`config.mk`:
```
export PLATFORM = sky130hd
export DESIGN_NAME = palette_gradient_ramp_core
export DESIGN_NICKNAME = d
export VERILOG_FILES = /design/src/rtl/pgr_pkg.sv /design/src/rtl/pgr_front.sv /design/src/rtl/pgr_queue.sv /design/src/rtl/pgr_back.sv /design/src/rtl/palette_gradient_ramp_core.sv
export SDC_FILE = /design/constraint.sdc
export NUM_CORES = 2
export LEC_CHECK = 0
export ABC_AREA = 1
export ABC_CLOCK_PERIOD_IN_PS = 7900
export BUFFER_PORTS_ARGS = -buffer_cell sky130_fd_sc_hd__buf_2
export CORE_ASPECT_RATIO = 0.6
export CORE_MARGIN = 1
export CORE_UTILIZATION = 55
export CTS_CLUSTER_DIAMETER = 40
export CTS_CLUSTER_SIZE = 24
export DETAILED_ROUTE_END_ITERATION = 12
export GPL_ROUTABILITY_DRIVEN = 0
export GPL_TIMING_DRIVEN = 0
export PLACE_DENSITY = 0.8
export SLEW_MARGIN = 20
export SYNTH_ARGS = -nofsm -noshare
export SYNTH_HDL_FRONTEND = slang
export SYNTH_SLANG_ARGS = --single-unit
```
`constraint.sdc`:
```
create_clock -name clk -period 7.9 [get_ports clk]
set_input_delay 2.37 -clock clk [delete_from_list [all_inputs] [get_ports clk]]
set_output_delay 2.37 -clock clk [all_outputs]
set_load 0.01 [all_outputs]
```
`src/rtl/pgr_pkg.sv`:
```
// pgr_pkg: shared types, widths and helpers for the palette gradient ramp
// no dependencies; imported by every module of the block
`default_nettype none

package pgr_pkg;

    localparam int INDEX_W   = 4;
    localparam int COLOR_W   = 16;
    localparam int LEVEL_W   = 8;
    localparam int DEPTH_W   = 4;
    localparam int LANES     = 3;

    // restoring divider runs one quotient bit per cycle over a color word
    localparam int DIV_STEPS = COLOR_W;

    // full scale of a color component, and twice that for the level divide
    localparam logic [24:0] FULL_SCALE = 25'd65535;
    localparam logic [24:0] QUANT_DEN  = 25'd131070;

    localparam logic [DEPTH_W-1:0] DEPTH_RESET = 4'd3;
    localparam logic [DEPTH_W-1:0] DEPTH_MIN   = 4'd1;
    localparam logic [DEPTH_W-1:0] DEPTH_MAX   = 4'd8;

    localparam int DEF_PALETTE_ENTRIES = 16;
    localparam int DEF_QUEUE_DEPTH     = 2;

    // one accepted ramp request, endpoints already in rising index order
    typedef struct packed {
        logic [INDEX_W-1:0]            lo_index;
        logic [INDEX_W-1:0]            span;
        logic [LANES-1:0][COLOR_W-1:0] lo_color;
        logic [LANES-1:0][COLOR_W-1:0] hi_color;
    } pgr_job_t;

    // number of display levels for a depth setting, depth clamped to 1..8
    function automatic logic [LEVEL_W-1:0] depth_levels(input logic [DEPTH_W-1:0] depth);
        logic [DEPTH_W-1:0] d;
        logic [LEVEL_W:0]   full;
        d = depth;
        if (d < DEPTH_MIN)
        begin
            d = DEPTH_MIN;
        end
        if (d > DEPTH_MAX)
        begin
            d = DEPTH_MAX;
        end
        full = (LEVEL_W+1)'(1) << d;
        return LEVEL_W'(full - (LEVEL_W+1)'(1));
    endfunction

endpackage

`default_nettype wire

```
`src/rtl/pgr_front.sv`:
```
// pgr_front: takes request beats, orders the endpoints and drops requests
// that are out of range or have no interior entries; depends on pgr_pkg
`default_nettype none

module pgr_front
    import pgr_pkg::*;
#(
    parameter int PALETTE_ENTRIES = DEF_PALETTE_ENTRIES
)
(
    input  wire logic                            push,
    input  wire logic                            q_full,
    input  wire logic [INDEX_W-1:0]              first_index,
    input  wire logic [INDEX_W-1:0]              second_index,
    input  wire logic [LANES-1:0][COLOR_W-1:0]   start_color,
    input  wire logic [LANES-1:0][COLOR_W-1:0]   end_color,
    output logic                                 q_push,
    output pgr_job_t                             job
);

    logic in_range;
    logic swap;
    logic wide_enough;

    // range check against the palette size
    assign in_range = (32'(first_index) < PALETTE_ENTRIES)
                   && (32'(second_index) < PALETTE_ENTRIES);

    // put the endpoints in rising order
    assign swap = (second_index < first_index);

    always_comb
    begin
        if (swap)
        begin
            job.lo_index = second_index;
            job.span     = first_index - second_index;
            job.lo_color = end_color;
            job.hi_color = start_color;
        end
        else
        begin
            job.lo_index = first_index;
            job.span     = second_index - first_index;
            job.lo_color = start_color;
            job.hi_color = end_color;
        end
    end

    // at least one interior entry needs a span of two
    assign wide_enough = (job.span >= INDEX_W'(2));

    assign q_push = push && !q_full && in_range && wide_enough;

endmodule

`default_nettype wire

```
`src/rtl/pgr_queue.sv`:
```
// pgr_queue: short request queue between the front and the back
// depends on pgr_pkg for the request type
`default_nettype none

module pgr_queue
    import pgr_pkg::*;
#(
    parameter int DEPTH = DEF_QUEUE_DEPTH
)
(
    input  wire logic     clk,
    input  wire logic     rst_n,
    input  wire logic     wr_en,
    input  wire pgr_job_t wr_data,
    input  wire logic     rd_en,
    output pgr_job_t      rd_data,
    output logic          full,
    output logic          empty
);

    localparam int PTR_W = (DEPTH > 1) ? $clog2(DEPTH) : 1;
    localparam int CNT_W = $clog2(DEPTH + 1);
    localparam logic [PTR_W-1:0] LAST_PTR = PTR_W'(DEPTH - 1);
    localparam logic [CNT_W-1:0] FULL_CNT = CNT_W'(DEPTH);

    pgr_job_t         slot_reg [DEPTH];
    logic [PTR_W-1:0] wr_ptr_reg, wr_ptr_next;
    logic [PTR_W-1:0] rd_ptr_reg, rd_ptr_next;
    logic [CNT_W-1:0] count_reg, count_next;
    logic             do_wr;
    logic             do_rd;

    assign full    = (count_reg == FULL_CNT);
    assign empty   = (count_reg == '0);
    assign do_wr   = wr_en && !full;
    assign do_rd   = rd_en && !empty;
    assign rd_data = slot_reg[rd_ptr_reg];

    // pointer and occupancy update
    always_comb
    begin
        wr_ptr_next = wr_ptr_reg;
        rd_ptr_next = rd_ptr_reg;
        count_next  = count_reg;
        if (do_wr)
        begin
            wr_ptr_next = (wr_ptr_reg == LAST_PTR) ? '0 : wr_ptr_reg + PTR_W'(1);
        end
        if (do_rd)
        begin
            rd_ptr_next = (rd_ptr_reg == LAST_PTR) ? '0 : rd_ptr_reg + PTR_W'(1);
        end
        if (do_wr && !do_rd)
        begin
            count_next = count_reg + CNT_W'(1);
        end
        else if (do_rd && !do_wr)
        begin
            count_next = count_reg - CNT_W'(1);
        end
    end

    always_ff @(posedge clk or negedge rst_n)
    begin
        if (!rst_n)
        begin
            wr_ptr_reg <= '0;
            rd_ptr_reg <= '0;
            count_reg  <= '0;
        end
        else
        begin
            wr_ptr_reg <= wr_ptr_next;
            rd_ptr_reg <= rd_ptr_next;
            count_reg  <= count_next;
        end
    end

    // storage
    always_ff @(posedge clk)
    begin
        if (do_wr)
        begin
            slot_reg[wr_ptr_reg] <= wr_data;
        end
    end

endmodule

`default_nettype wire

```
`src/rtl/pgr_back.sv`:
```
// pgr_back: walks the interior entries of one request, stepping each color
// with a quotient/remainder accumulator and quantizing it; depends on pgr_pkg
`default_nettype none

module pgr_back
    import pgr_pkg::*;
(
    input  wire logic                           clk,
    input  wire logic                           rst_n,
    input  wire logic                           job_valid,
    input  wire pgr_job_t                       job,
    output logic                                job_pop,
    input  wire logic [LEVEL_W-1:0]             levels,
    input  wire logic                           pop,
    output logic                                empty,
    output logic [INDEX_W-1:0]                  entry_index,
    output logic [LANES-1:0][COLOR_W-1:0]       ramp,
    output logic [LANES-1:0][LEVEL_W-1:0]       level,
    output logic                                last_entry
);

    localparam int CNT_W = $clog2(DIV_STEPS);
    localparam int ACC_W = COLOR_W + 2;

    typedef enum logic [5:0] {
        S_IDLE  = 6'b000001,
        S_DIV   = 6'b000010,
        S_PREP  = 6'b000100,
        S_STEP  = 6'b001000,
        S_QUANT = 6'b010000,
        S_EMIT  = 6'b100000
    } back_state_t;

    back_state_t              state_reg, state_next;
    logic [INDEX_W-1:0]       lo_idx_reg, lo_idx_next;
    logic [INDEX_W-1:0]       span_reg, span_next;
    logic [INDEX_W-1:0]       k_reg, k_next;
    logic [CNT_W-1:0]         bit_cnt_reg, bit_cnt_next;
    logic                     neg_reg [LANES];
    logic                     neg_next [LANES];
    logic [COLOR_W-1:0]       quo_reg [LANES];
    logic [COLOR_W-1:0]       quo_next [LANES];
    logic [4:0]               rem_reg [LANES];
    logic [4:0]               rem_next [LANES];
    logic signed [ACC_W-1:0]  stq_reg [LANES];
    logic signed [ACC_W-1:0]  stq_next [LANES];
    logic [4:0]               str_reg [LANES];
    logic [4:0]               str_next [LANES];
    logic signed [ACC_W-1:0]  acc_reg [LANES];
    logic signed [ACC_W-1:0]  acc_next [LANES];
    logic [4:0]               frac_reg [LANES];
    logic [4:0]               frac_next [LANES];
    logic [COLOR_W-1:0]       ramp_reg [LANES];
    logic [COLOR_W-1:0]       ramp_next [LANES];
    logic [24:0]              y_reg [LANES];
    logic [24:0]              y_next [LANES];

    logic                     out_valid_reg, out_valid_next;
    logic [INDEX_W-1:0]       out_index_reg, out_index_next;
    logic [COLOR_W-1:0]       out_ramp_reg [LANES];
    logic [COLOR_W-1:0]       out_ramp_next [LANES];
    logic [LEVEL_W-1:0]       out_level_reg [LANES];
    logic [LEVEL_W-1:0]       out_level_next [LANES];
    logic                     out_last_reg, out_last_next;

    logic                     slot_free;
    logic                     is_last;
    logic [5:0]               two_span;

    assign slot_free = !out_valid_reg || pop;
    assign is_last   = (k_reg == span_reg - INDEX_W'(1));
    assign two_span  = {1'b0, span_reg, 1'b0};

    always_comb
    begin
        logic [5:0]               rem_sh;
        logic                     ge;
        logic signed [ACC_W-1:0]  sum;
        logic [5:0]               t;
        logic signed [ACC_W-1:0]  acc_new;
        logic [23:0]              prod;
        logic [7:0]               t8;
        logic [24:0]              base;
        logic [24:0]              rr;
        logic [8:0]               lvl9;

        rem_sh         = '0;
        ge             = 1'b0;
        sum            = '0;
        t              = '0;
        acc_new        = '0;
        prod           = '0;
        t8             = '0;
        base           = '0;
        rr             = '0;
        lvl9           = '0;
        state_next     = state_reg;
        lo_idx_next    = lo_idx_reg;
        span_next      = span_reg;
        k_next         = k_reg;
        bit_cnt_next   = bit_cnt_reg;
        out_valid_next = out_valid_reg;
        out_index_next = out_index_reg;
        out_last_next  = out_last_reg;
        job_pop        = 1'b0;
        for (int i = 0; i < LANES; i++)
        begin
            neg_next[i]       = neg_reg[i];
            quo_next[i]       = quo_reg[i];
            rem_next[i]       = rem_reg[i];
            stq_next[i]       = stq_reg[i];
            str_next[i]       = str_reg[i];
            acc_next[i]       = acc_reg[i];
            frac_next[i]      = frac_reg[i];
            ramp_next[i]      = ramp_reg[i];
            y_next[i]         = y_reg[i];
            out_ramp_next[i]  = out_ramp_reg[i];
            out_level_next[i] = out_level_reg[i];
        end

        // result beat taken by the consumer
        if (pop && out_valid_reg)
        begin
            out_valid_next = 1'b0;
        end

        unique case (state_reg)
            // load a request: color difference magnitude goes to the divider
            S_IDLE:
            begin
                if (job_valid)
                begin
                    job_pop      = 1'b1;
                    lo_idx_next  = job.lo_index;
                    span_next    = job.span;
                    bit_cnt_next = CNT_W'(DIV_STEPS - 1);
                    for (int i = 0; i < LANES; i++)
                    begin
                        neg_next[i]  = job.hi_color[i] < job.lo_color[i];
                        quo_next[i]  = neg_next[i] ? job.lo_color[i] - job.hi_color[i]
                                                   : job.hi_color[i] - job.lo_color[i];
                        rem_next[i]  = '0;
                        acc_next[i]  = signed'({2'b00, job.lo_color[i]});
                        frac_next[i] = {1'b0, job.span};
                    end
                    state_next = S_DIV;
                end
            end
            // restoring divide of |hi - lo| by span, one bit per cycle
            S_DIV:
            begin
                for (int i = 0; i < LANES; i++)
                begin
                    rem_sh       = {rem_reg[i], quo_reg[i][COLOR_W-1]};
                    ge           = rem_sh >= {2'b00, span_reg};
                    rem_next[i]  = ge ? 5'(rem_sh - {2'b00, span_reg}) : rem_sh[4:0];
                    quo_next[i]  = {quo_reg[i][COLOR_W-2:0], ge};
                end
                if (bit_cnt_reg == '0)
                begin
                    state_next = S_PREP;
                end
                else
                begin
                    bit_cnt_next = bit_cnt_reg - CNT_W'(1);
                end
            end
            // floor-divided step of 2*diff over 2*span, signed
            S_PREP:
            begin
                for (int i = 0; i < LANES; i++)
                begin
                    if (!neg_reg[i])
                    begin
                        stq_next[i] = signed'({2'b00, quo_reg[i]});
                        str_next[i] = {rem_reg[i][3:0], 1'b0};
                    end
                    else if (rem_reg[i] == '0)
                    begin
                        stq_next[i] = -signed'({2'b00, quo_reg[i]});
                        str_next[i] = '0;
                    end
                    else
                    begin
                        stq_next[i] = -(signed'({2'b00, quo_reg[i]}) + ACC_W'(1));
                        str_next[i] = 5'({span_reg - rem_reg[i][3:0], 1'b0});
                    end
                end
                k_next     = INDEX_W'(1);
                state_next = S_STEP;
            end
            // advance one entry: add step, carry remainder overflow
            S_STEP:
            begin
                for (int i = 0; i < LANES; i++)
                begin
                    sum = acc_reg[i] + stq_reg[i];
                    t   = {1'b0, frac_reg[i]} + {1'b0, str_reg[i]};
                    if (t >= two_span)
                    begin
                        acc_new      = sum + ACC_W'(1);
                        frac_next[i] = 5'(t - two_span);
                    end
                    else
                    begin
                        acc_new      = sum;
                        frac_next[i] = t[4:0];
                    end
                    acc_next[i] = acc_new;
                    if (acc_new < 0)
                    begin
                        ramp_next[i] = '0;
                    end
                    else if (acc_new > signed'(ACC_W'(FULL_SCALE)))
                    begin
                        ramp_next[i] = '1;
                    end
                    else
                    begin
                        ramp_next[i] = acc_new[COLOR_W-1:0];
                    end
                end
                state_next = S_QUANT;
            end
            // level numerator 2*L*v + full scale
            S_QUANT:
            begin
                for (int i = 0; i < LANES; i++)
                begin
                    prod      = ramp_reg[i] * levels;
                    y_next[i] = {prod, 1'b0} + FULL_SCALE;
                end
                state_next = S_EMIT;
            end
            // divide by twice full scale: shift estimate plus one correction
            S_EMIT:
            begin
                if (slot_free)
                begin
                    for (int i = 0; i < LANES; i++)
                    begin
                        t8   = y_reg[i][24:17];
                        base = {t8, 17'd0} - {16'd0, t8, 1'b0};
                        rr   = y_reg[i] - base;
                        lvl9 = (rr >= QUANT_DEN) ? {1'b0, t8} + 9'd1 : {1'b0, t8};
                        out_level_next[i] = (lvl9 > {1'b0, levels}) ? levels : lvl9[7:0];
                        out_ramp_next[i]  = ramp_reg[i];
                    end
                    out_valid_next = 1'b1;
                    out_index_next = lo_idx_reg + k_reg;
                    out_last_next  = is_last;
                    if (is_last)
                    begin
                        state_next = S_IDLE;
                    end
                    else
                    begin
                        k_next     = k_reg + INDEX_W'(1);
                        state_next = S_STEP;
                    end
                end
            end
            default:
            begin
                state_next = S_IDLE;
            end
        endcase
    end

    // control state
    always_ff @(posedge clk or negedge rst_n)
    begin
        if (!rst_n)
        begin
            state_reg     <= S_IDLE;
            out_valid_reg <= 1'b0;
        end
        else
        begin
            state_reg     <= state_next;
            out_valid_reg <= out_valid_next;
        end
    end

    // datapath and result registers
    always_ff @(posedge clk)
    begin
        lo_idx_reg    <= lo_idx_next;
        span_reg      <= span_next;
        k_reg         <= k_next;
        bit_cnt_reg   <= bit_cnt_next;
        out_index_reg <= out_index_next;
        out_last_reg  <= out_last_next;
        for (int i = 0; i < LANES; i++)
        begin
            neg_reg[i]       <= neg_next[i];
            quo_reg[i]       <= quo_next[i];
            rem_reg[i]       <= rem_next[i];
            stq_reg[i]       <= stq_next[i];
            str_reg[i]       <= str_next[i];
            acc_reg[i]       <= acc_next[i];
            frac_reg[i]      <= frac_next[i];
            ramp_reg[i]      <= ramp_next[i];
            y_reg[i]         <= y_next[i];
            out_ramp_reg[i]  <= out_ramp_next[i];
            out_level_reg[i] <= out_level_next[i];
        end
    end

    // result ports
    assign empty       = !out_valid_reg;
    assign entry_index = out_index_reg;
    assign last_entry  = out_last_reg;
    always_comb
    begin
        for (int i = 0; i < LANES; i++)
        begin
            ramp[i]  = out_ramp_reg[i];
            level[i] = out_level_reg[i];
        end
    end

endmodule

`default_nettype wire

```
`src/rtl/palette_gradient_ramp_core.sv`:
```
// palette_gradient_ramp_core: top level of the palette gradient ramp
// depends on pgr_pkg, pgr_front, pgr_queue, pgr_back
//
//   channel   direction  handshake            payload
//   request   in         push / full          first_index .. end_blue
//   entry     out        empty / pop          entry_index .. last_entry
//   depth     in         cfg_valid/cfg_ready  color_depth
//
// in the back end a restoring divide per color sets the step, then each entry
// needs one step, one level multiply and one correction state
// requests queue in front of the back end; full rises when the queue holds
// its depth; empty stays low while an entry waits, and a waiting entry
// stalls the walk. reset clears queue, walker and the result valid flag
`default_nettype none

module palette_gradient_ramp_core
    import pgr_pkg::*;
#(
    parameter int PALETTE_ENTRIES = DEF_PALETTE_ENTRIES,
    parameter int QUEUE_DEPTH     = DEF_QUEUE_DEPTH
)
(
    input  wire logic                 clk,
    input  wire logic                 rst_n,
    input  wire logic                 push,
    output logic                      full,
    input  wire logic [INDEX_W-1:0]   first_index,
    input  wire logic [INDEX_W-1:0]   second_index,
    input  wire logic [COLOR_W-1:0]   start_red,
    input  wire logic [COLOR_W-1:0]   start_green,
    input  wire logic [COLOR_W-1:0]   start_blue,
    input  wire logic [COLOR_W-1:0]   end_red,
    input  wire logic [COLOR_W-1:0]   end_green,
    input  wire logic [COLOR_W-1:0]   end_blue,
    output logic                      empty,
    input  wire logic                 pop,
    output logic [INDEX_W-1:0]        entry_index,
    output logic [COLOR_W-1:0]        ramp_red,
    output logic [COLOR_W-1:0]        ramp_green,
    output logic [COLOR_W-1:0]        ramp_blue,
    output logic [LEVEL_W-1:0]        level_red,
    output logic [LEVEL_W-1:0]        level_green,
    output logic [LEVEL_W-1:0]        level_blue,
    output logic                      last_entry,
    input  wire logic                 cfg_valid,
    output logic                      cfg_ready,
    input  wire logic [DEPTH_W-1:0]   color_depth
);

    logic [DEPTH_W-1:0]            depth_reg, depth_next;
    logic [LEVEL_W-1:0]            levels;
    logic [LANES-1:0][COLOR_W-1:0] start_color;
    logic [LANES-1:0][COLOR_W-1:0] end_color;
    logic [LANES-1:0][COLOR_W-1:0] ramp;
    logic [LANES-1:0][LEVEL_W-1:0] level;
    pgr_job_t                      front_job;
    pgr_job_t                      back_job;
    logic                          q_push;
    logic                          q_pop;
    logic                          q_full;
    logic                          q_empty;

    // depth register, always writable
    assign cfg_ready = 1'b1;
    assign depth_next = (cfg_valid && cfg_ready) ? color_depth : depth_reg;

    always_ff @(posedge clk or negedge rst_n)
    begin
        if (!rst_n)
        begin
            depth_reg <= DEPTH_RESET;
        end
        else
        begin
            depth_reg <= depth_next;
        end
    end

    assign levels = depth_levels(depth_reg);

    // color lanes: red, green, blue
    assign start_color = {start_blue, start_green, start_red};
    assign end_color   = {end_blue, end_green, end_red};

    pgr_front #(
        .PALETTE_ENTRIES (PALETTE_ENTRIES)
    ) u_front (
        .push         (push),
        .q_full       (q_full),
        .first_index  (first_index),
        .second_index (second_index),
        .start_color  (start_color),
        .end_color    (end_color),
        .q_push       (q_push),
        .job          (front_job)
    );

    pgr_queue #(
        .DEPTH (QUEUE_DEPTH)
    ) u_queue (
        .clk     (clk),
        .rst_n   (rst_n),
        .wr_en   (q_push),
        .wr_data (front_job),
        .rd_en   (q_pop),
        .rd_data (back_job),
        .full    (q_full),
        .empty   (q_empty)
    );

    pgr_back u_back (
        .clk         (clk),
        .rst_n       (rst_n),
        .job_valid   (!q_empty),
        .job         (back_job),
        .job_pop     (q_pop),
        .levels      (levels),
        .pop         (pop),
        .empty       (empty),
        .entry_index (entry_index),
        .ramp        (ramp),
        .level       (level),
        .last_entry  (last_entry)
    );

    assign full        = q_full;
    assign ramp_red    = ramp[0];
    assign ramp_green  = ramp[1];
    assign ramp_blue   = ramp[2];
    assign level_red   = level[0];
    assign level_green = level[1];
    assign level_blue  = level[2];

`ifndef NO_ASSERTIONS
    // the back end only takes a request the queue actually holds
    assert property (@(posedge clk) disable iff (!rst_n) q_pop |-> !q_empty)
        else $error("request taken from an empty queue");

    // the queue never reports full and empty together
    assert property (@(posedge clk) disable iff (!rst_n) !(q_full && q_empty))
        else $error("queue full and empty at once");

    // an interior entry never lands on palette index zero
    assert property (@(posedge clk) disable iff (!rst_n)
        !empty |-> (entry_index != '0))
        else $error("entry at index zero");
`endif

endmodule

`default_nettype wire

```
==> metrics.yaml <==
die:
  die_x_um: 424
  die-area_um2: 108000
  start_util_pct: 55.7
  placementRows: 92
  coreArea_um2: 105000
  die_h_um: 255
  io_pins: 193
critical_path:
  rr_endpoint: "u_back.y_reg[0][73]"
  crit_path_cell_trace: "nor2_1, inv_1, nor2_1, a21oi_2, clkbuf_1, nand2_1, fa_1, fa_1, fa_1, fa_1, inv_1, ha_1, a21oi_1, inv_1, a21oi_1, xor2_1, nand2_1, nor2_1, nand4_1, nand4_1, nor2_1, nand2_1, nand2_1"
  crit_type: "flip-flop to flip-flop"
  cp_slowest_cell: "clkbuf_1"
  r2r_cells: 23
  path_max_fanout: 10
  cpLargestDelayFamily: "adder cells"
  arrival_ns: 8.14
  start_kind: "flip-flop"
  path_buf_inv: 4
  end_kind: "flip-flop"
  crit_required_ns: 8.35
  critical-path-max-stage-delay_ns: 0.93
  r2r_start: "depth_reg[3]"
  r2r_setup_slack_ns: 0.21
global_route:
  grt_pass1_vias: 50000
  track_usage_pct: 31.9
  grt_max_degree: 49
  grt-ovfl-total: 0
  grt_pass1_wl_mm: 270
  antenna_found_initial: 3
worst_hold_path:
  hp-start: "u_queue.slot_reg[0][102]"
  hold_end: "u_back.lo_idx_reg[2]"
  holdPathStages: 2
  min_path_type: "flip-flop to flip-flop"
detailed_routing:
  met2_length_mm: 69.6
  drt_iter0_markers: 8333
  wl_per_cell_um: 18.6
  postRouteAntennaNets: 0
  detailroute.via_count: 54100
  drtPass1Iterations: 10
  routed_wl_mm: 175
  met1_length_mm: 73.5
  highest_layer: "met5"
  avgViaCountPerCell: 5.73
  met3_length_mm: 26.7
  drc_errors: 0
cts:
  cts_hold_buf: 0
  cts_sinks: 635
  cts_buffers: 87
  cts-root-buf: "clkbuf_16"
  cts_tree: "built"
  clockBufferDepth: 3
  clkSlewWorstSetupHoldPaths_ns: 0.07
  h-tree-depth: 3
  clock_latency_ns: 0.72
final_layout:
  fillerInstances: 8821
  instances_no_fill: 9443
  area_growth_pct: 10.9
  largest_register_ffs: 208
  nets: 8788
  drive_gt1_share_pct: 7.84
synthesis:
  syn-cell-area_um2: 58800
  synthFlopType: "edfxtp_1"
  netlist_top_cells_area: "edfxtp_1 32%, nand2_1 12%, ha_1 9.5%"
  yosysSeqAreaShare_pct: 32.3
  yosys.area.top_type: "edfxtp_1"
  synth_warnings: 0
  synth_cell_types: 64
  synth_top_area_share_pct: 31.7
  avgSynthCellArea_um2: 7.68
  synth_edf_count: 620
  yosys_register_bits: 635
  netlist_instances: 7652
  ys_async_sr_fraction_pct: 2.36
timing:
  fmax_mhz: 130
  rsz0062_at_grt: "true"
  maxSlewViolCount: 0
  min_period_over_period_pct: 97.4
  clock_skew_ns: 0.0518
  finalCriticalPeriod_ns: 7.69
  worst_pin_slew_ns: 1.32
  max_slew_margin_pct: 12.3
  hold_viol_final: 0
  tns_ns: 0
  setup_viol: 0
  setup_slack_ns: 0.208
  holdWs_ns: 0.503
pwr:
  p_per_area_nw_per_um2: 384
  power_leakage_uw: 0.0314
  vdd_ir_drop_max_mv: 0.353
run_status:
  status: "completed"
place:
  numPortBuffers: 191
  pre_cts_slack_ns: -0.904
  dp_hpwl_mm: 140
  place_inst: 9277
job:
  maxCapViolCount: 0
-- where the power goes --
part           total (uW)  switching, uW  internal (uW)
registers            5130            300           4830
logic               15700          10600           5090
clock network        4160           1910           2250
-- cells by family after synthesis --
kind of cell             count (synthesis)  share of synthesized area (%)
AO/OA/AOI/OAI                          989                           9.11
XOR/XNOR                               319                           4.85
adder cells (fa/ha/maj)                720                           18.9
buffers and inverters                 1574                           10.2
flip-flops                             635                           32.3
multiplexers                             6                          0.104
other                                    1                        0.00638
AND/OR/NAND/NOR                       3408                           24.5
-- through the flow --
step	total power (uW)	util (%)	cell area (um2)
6_report	25000	61.8	65100
5_1_grt	26800	61.8	65100
4_1_cts	24400	61.7	65100
3_5_place_dp	20100	58.8	62000
3_3_place_gp	19600	58.3	61500
2_1_floorplan	16100	-	58800
-- worst register-to-register path: stages (launching register included) --
cell and delay, ns:
dfrtp_1 0.72, nor2_1 0.11, inv_1 0.16, nor2_1 0.09
a21oi_2 0.64, clkbuf_1 0.93, nand2_1 0.20, fa_1 0.62
fa_1 0.46, fa_1 0.52, fa_1 0.56, inv_1 0.05
ha_1 0.36, a21oi_1 0.18, inv_1 0.10, a21oi_1 0.21
xor2_1 0.44, nand2_1 0.18, nor2_1 0.28, nand4_1 0.25
nand4_1 0.20, nor2_1 0.06, nand2_1 0.06, nand2_1 0.06
-- layout make-up --
cell class / instances / area [um2] / area share [%]
Tap cell: 1410 / 1760 / 2.71
Timing Repair Buffer: 213 / 1380 / 2.11
Clock inverter: 73 / 896 / 1.38
Buffer: 192 / 827 / 1.27
Antenna cell: 5 / 12.5 / 0.0192
Clock buffer: 89 / 2230 / 3.42
Sequential cell: 635 / 19000 / 29.2
Multi-Input combinational cell: 5447 / 33900 / 52.0
Inverter: 1379 / 5180 / 7.96
-- layout by cell type, fill, tap and decap left out, types with 98 or more instances in the layout --
master,netlist,final
xor2_1,207,207
nand3_1,375,375
fa_1,276,276
clkbuf_1,161,152
edfxtp_1,620,620
nand4_1,115,115
nand2_1,1879,1877
xnor2_1,106,105
nor2_1,734,727
o21ai_0,491,491
buf_2,15,208
inv_1,1365,1363
a21oi_1,315,313
ha_1,444,444
or2_2,98,98
-- cell usage after synthesis (41+ instances only) --
library cell / number
nand3_1: 375
edfxtp_1: 620
nor2_1: 734
xnor2_1: 106
nand4_1: 115
or2_2: 98
a21oi_1: 315
xor2_1: 207
fa_1: 276
inv_1: 1365
o21ai_0: 491
clkbuf_1: 161
nand2_1: 1879
ha_1: 444
a31oi_1: 41
nor3_1: 77
-- per-layer routing --
metal  global-route usage [%]  vias up
met5                    0.614        -
met4                     9.42        2
met3                     11.0      415
met2                     44.8     3402
met1                     46.0    25200
li1                         -    25200
-- repair_timing --
| action | in CTS | in global routing |
|---|---|---|
| endpoints found under the hold margin | 0 | 0 |
| resized for setup | 7 | 9 |
| setup endpoints to repair | 44 | 38 |
| setup buffers | 0 | 2 |
| pin swaps | 0 | 1 |
-- how the worst max path moves through the flow --
stage / start / to / slack [ns] / cells past startpoint
after detailed placement: depth_reg[3] / u_back.y_reg[0][44] / -0.90 / 28
after floorplan: second_index[0] / u_queue.slot_reg[1][0] / 0.61 / 15
final: depth_reg[3] / u_back.y_reg[0][73] / 0.21 / 23
after global placement: second_index[0] / u_queue.slot_reg[0][86] / -1.34 / 16
after global routing: depth_reg[3] / u_back.y_reg[0][73] / -0.02 / 27
after CTS: depth_reg[3] / u_back.y_reg[0][44] / 0.08 / 27
Power figures use the tool's default switching activity.
